$ cat src/design/aprd_pkg.sv
// shared types and constants for the audio peak / rms decimator
package aprd_pkg;

	localparam int WINDOW_DEPTH = 4096;
	localparam int MAX_RATIO = 4096;
	localparam int NUM_REGS = 5;
	localparam int CFG_WIDTH = 13;
	localparam int CFG_IDX_WIDTH = 3;
	localparam int SAMPLE_W = 16;
	localparam int MAG_W = 16;
	localparam int FRAME_W = 48;
	localparam int IN_WIDTH = 128;
	localparam int OUT_WIDTH = 136;
	localparam int SUM_W = 43;
	localparam int DEC_SUM_W = 28;
	localparam int QUOT_W = 43;

	localparam logic [CFG_IDX_WIDTH-1:0] REG_NUM_CHANNELS = 3'd0;
	localparam logic [CFG_IDX_WIDTH-1:0] REG_DECIMATION_RATIO = 3'd1;
	localparam logic [CFG_IDX_WIDTH-1:0] REG_RMS_WINDOW_LENGTH = 3'd2;
	localparam logic [CFG_IDX_WIDTH-1:0] REG_PEAK_ENABLE = 3'd3;
	localparam logic [CFG_IDX_WIDTH-1:0] REG_RMS_ENABLE = 3'd4;

	typedef enum logic [3:0] {
		ST_CLEAR,
		ST_IDLE,
		ST_READ,
		ST_UPDATE,
		ST_DIV,
		ST_SQRT,
		ST_MEAN,
		ST_OUT
	} state_t;

	typedef struct packed {
		logic [MAG_W-1:0]   max_amplitude;
		logic [MAG_W-1:0]   rms_level;
		logic               point_valid;
		logic [MAG_W-1:0]   point_mean;
		logic [MAG_W-1:0]   point_peak;
		logic [MAG_W-1:0]   point_rms;
		logic [FRAME_W-1:0] frames_seen;
	} result_t;

	typedef struct packed {
		logic            start;
		logic [QUOT_W-1:0] dividend;
		logic [15:0]     divisor;
	} div_req_t;

	typedef struct packed {
		logic            done;
		logic [QUOT_W-1:0] quotient;
	} div_rsp_t;

endpackage

$ cat src/design/aprd_divider.sv
// restoring divider, one quotient bit per cycle
module aprd_divider (
	input  logic              clk,
	input  logic              arst_n,
	input  aprd_pkg::div_req_t req,
	output aprd_pkg::div_rsp_t rsp
);
	import aprd_pkg::*;

	logic [QUOT_W-1:0] quot_q;
	logic [16:0]       rem_q;
	logic [15:0]       dvs_q;
	logic [5:0]        cnt_q;
	logic              busy_q;
	logic              done_q;
	logic [16:0]       trial;
	logic [17:0]       diff;

	always_comb begin
		trial = {rem_q[15:0], quot_q[QUOT_W-1]};
		diff = {1'b0, trial} - {2'b00, dvs_q};
	end

	always_ff @(posedge clk or negedge arst_n) begin
		if (!arst_n) begin
			busy_q <= 1'b0;
			done_q <= 1'b0;
			cnt_q <= '0;
		end else begin
			done_q <= 1'b0;
			if (req.start) begin
				busy_q <= 1'b1;
				cnt_q <= 6'(QUOT_W);
			end else if (busy_q) begin
				cnt_q <= cnt_q - 6'd1;
				if (cnt_q == 6'd1) begin
					busy_q <= 1'b0;
					done_q <= 1'b1;
				end
			end
		end
	end

	always_ff @(posedge clk) begin
		if (req.start) begin
			quot_q <= req.dividend;
			rem_q <= '0;
			dvs_q <= req.divisor;
		end else if (busy_q) begin
			if (!diff[17]) begin
				rem_q <= diff[16:0];
				quot_q <= {quot_q[QUOT_W-2:0], 1'b1};
			end else begin
				rem_q <= trial;
				quot_q <= {quot_q[QUOT_W-2:0], 1'b0};
			end
		end
	end

	assign rsp.done = done_q;
	assign rsp.quotient = quot_q;

	property p_done_after_busy;
		@(posedge clk) disable iff (!arst_n) done_q |-> $past(busy_q);
	endproperty
	a_done_after_busy: assert property (p_done_after_busy) else $error("done without busy");

	property p_no_start_busy;
		@(posedge clk) disable iff (!arst_n) busy_q |-> !req.start;
	endproperty
	a_no_start_busy: assert property (p_no_start_busy) else $error("start while busy");

	property p_done_pulse;
		@(posedge clk) disable iff (!arst_n) done_q |=> !done_q;
	endproperty
	a_done_pulse: assert property (p_done_pulse) else $error("done held");

endmodule

$ cat config.mk
export PLATFORM = sky130hd
export DESIGN_NAME = aprd_divider
export DESIGN_NICKNAME = d
export VERILOG_FILES = /design/src/design/aprd_pkg.sv /design/src/design/aprd_divider.sv
export SDC_FILE = /design/constraint.sdc
export NUM_CORES = 1
export LEC_CHECK = 0
export ABC_AREA = 0
export BUFFER_PORTS_ARGS = -buffer_cell sky130_fd_sc_hd__buf_2
export CORE_UTILIZATION = 54
export DETAILED_ROUTE_END_ITERATION = 6
export PLACE_DENSITY = 0.8
export SYNTH_ARGS = -nofsm -noshare
export SYNTH_HDL_FRONTEND = slang
export SYNTH_SLANG_ARGS = --single-unit
$ cat constraint.sdc
create_clock -name clk -period 2.5 [get_ports clk]
set_input_delay 0.125 -clock clk [delete_from_list [all_inputs] [get_ports clk]]
set_output_delay 0.125 -clock clk [all_outputs]
set_load 0.01 [all_outputs]
==> impl_metrics.csv <==
group,metric,value,unit
die,rows,32,
placement,placed_cell_area,0.00506,sq mm
placement,gp_congestion,0.879,
global_route,grt_overflow_total,0,
worst_setup_path,reg2reg_depth,8,
synth,yosysSeqAreaShare,0.515,
worst_setup_path,r2r-start,"dvs_q[12]",
route,dr.pass1.iters,4,
clock_tree,cts_tree,"done",
worst_setup_path,required,2.61,ns
synth,synth_top_area_cell,"edfxtp_1",
layout,final_cell_area,0.00539,sq mm
hold_path,hold_path_startpoint,"req[35]",
global_route,grt_antenna_before_repair,0,
synth,syn_area,0.00445,sq mm
synth,synth_top_area_share,0.398,
route,drc,0,
power,power_density,814,mW/mm^2
placement,dpl.cell_count,579,
die,dieArea,0.00861,sq mm
power,leakage,2.31,nW
hold_path,hp-class,"in -> reg",
timing,fmax,432,MHz
die,die_width,92.8,um
clock_tree,cts-htree-levels,3,
hold_path,hold_depth,2,
worst_setup_path,cp-end-kind,"flop",
route,drt-initial-drc-count,92,
timing,fin_crit_sh,0.926,
timing,setup_ws,0.185,ns
die,io_pins,106,
synth,synth_edf_count,59,
synth,synthArstFlopShare,0.0964,
route,drtAntennaViolNets,0,
die,initial_core_util,0.567,
layout,nets,586,
synth,syn_avg_cell_area,11.6,sq um
placement,dpl.hpwl,6.81,mm
synth,ys_types,57,
power,p_total,4.39,mW
clock_tree,clockBufferDepth,2,
worst_setup_path,crit_chain,"inv_1 -> ha_1 -> a21oi_1 -> o21ai_1 -> nor2_2 -> a21o_4 -> nand2_1 -> mux2_2",
placement,post-place-ws,0.170,ns
worst_setup_path,path_max_fanout,15,
worst_setup_path,cp.arrival,2.42,ns
global_route,grt_max_degree,44,
timing,setup_viol,0,
timing,hold_slack,0.0685,ns
worst_setup_path,critical_path.max_stage_delay,0.39,ns
layout,drive_gt1_frac,0.365,
timing,relSlewSlack,0.626,
route,vias,3384,
synth,yosys_warnings,0,
timing,fin_crit,2.31,ns
layout,num_antenna_cells,0,
clock_tree,clock_sinks,83,
layout,final_util,0.687,
synth,synth_most_common_cell,"edfxtp_1",
synth,syn-instance-count,385,
outcome,outcome,"finished clean",
worst_setup_path,crit_slowest_cell,"ha_1",
synth,yosys_most_used_dff,"edfxtp_1",
layout,finalNonFillerCells,612,
clock_tree,clk_pin_slew_worst_paths,0.09,ns
layout,fillers,590,
route,wl_per_cell,15.9,um
worst_setup_path,crit_type,"reg -> reg",
timing,rsz0062_at_grt,"false",
worst_setup_path,r2r_end,"quot_q[0]",
synth,synth_area_leaders,"edfxtp_1 40%, mux2_2 11%, dfxtp_1 7.2%",
global_route,grt_pass1_wl,15.2,mm
clock_tree,clk_latency,0.35,ns
route,viasPerCell,5.53,
synth,synth_seq_cells,83,
placement,io_buffers,105,
route,wl,9.75,mm
clock_tree,numCtsBuffers,9,
timing,fin_worst_skew,0.0137,ns
clock_tree,cts_root_buf,"clkbuf_8",
flow_run,drv_cap,0,
synth,synth_common_cells,"59 x edfxtp_1, 43 x mux2_2, 35 x nor2_1, 23 x inv_1, 20 x a21oi_1",
timing,fin_tns_setup,0,ns
power,vdd_ir_drop_max,0.414,mV
worst_setup_path,crit_end,"quot_q[0]",
synth,syn_nets,466,
layout,syn_to_final_growth,21.2,%
timing,drv_slew,0,
die,core_area,0.00785,sq mm
die,die_height,92.8,um
worst_setup_path,rrSetupSlack,0.19,ns
worst_setup_path,critPathLaunchType,"flop",
global_route,grt.total_usage,0.227,
worst_setup_path,cp-startpoint,"dvs_q[12]",
global_route,grt_pass1_vias,3189,
timing,worst_slew_pin_slew,0.554,ns
timing,final_hold_viol_count,0,
==> placed cells by master, fill, tap and decap left out, types with 11 or more instances in the layout <==
cell type	instances
dlygate4sd3_1	17
inv_1	23
ha_1	18
nand3_1	14
nor2_1	35
nand2_1	18
o21ai_1	11
dfxtp_1	16
buf_2	104
mux2_2	43
edfxtp_1	59
a21oi_1	19
==> timing repair <==
item | in CTS | in global routing
setup endpoints to repair | 0 | 1
resized for setup | 0 | 1
setup buffers | 0 | 0
endpoints found under the hold margin | 24 | 0
hold buffers | 17 | 0
==> routing by layer <==
metal  vias to the layer above  routed length [um]  part of all wire  track usage
li1                       1652                   -                 -            -
met1                      1624                4030              0.41        0.285
met2                        97                5100              0.52        0.392
met3                        11                 502             0.051       0.0567
met4                         0                 122             0.013       0.0551
met5                         -                   0                 0            0
==> flip-flops by register name, summed over array words and instances (netlist names) <==
register,flops
cnt_q,6
done_q,1
rem_q,16
dvs_q,16
quot_q,43
busy_q,1
==> report_power, final <==
group          internal [mW]  leakage (nW)  total (mW)  switching [mW]
logic                  0.762          1.40        1.70           0.936
clock network          0.359        0.0831       0.842           0.483
registers               1.71         0.833        1.85           0.145
==> how the worst min path moves through the flow <==
stage                       endpoint
after floorplan               busy_q
after global placement        done_q
after detailed placement    cnt_q[2]
after CTS                 quot_q[19]
after global routing      quot_q[19]
final                     quot_q[19]
==> layout make-up <==
| class | instances | area (sq um) | share of cell area |
|---|---|---|---|
| sequential | 83 | 2290 | 0.425 |
| clock inverter | 5 | 31.3 | 0.00580 |
| clock buffer | 11 | 131 | 0.0244 |
| inverter | 23 | 86.3 | 0.0160 |
| multi-input combinational | 258 | 1970 | 0.365 |
| tap | 102 | 128 | 0.0237 |
| timing repair buffer | 130 | 758 | 0.141 |
==> worst max-delay path, delay by kind of cell, from the launching register on <==
| family | cells | cell delay [ns] |
|---|---|---|
| compound gates | 3 | 0.65 |
| fa+ha+maj | 1 | 0.39 |
| simple gates | 2 | 0.37 |
| flops | 1 | 0.33 |
| mux | 1 | 0.30 |
| buf+inv | 1 | 0.04 |
==> cell families (layout without fill, tap and decap cells) <==
logic type | after synthesis | count (layout) | share of synthesized area
AND/OR/NAND/NOR | 94 | 94 | 0.103
AO/OA/AOI/OAI | 86 | 86 | 0.142
multiplexers | 45 | 45 | 0.113
flip-flops | 83 | 83 | 0.515
buffers and inverters | 44 | 169 | 0.0439
XOR/XNOR | 14 | 14 | 0.0276
adder cells (fa/ha/maj) | 19 | 19 | 0.0551
(Power assumes the default switching activity.)
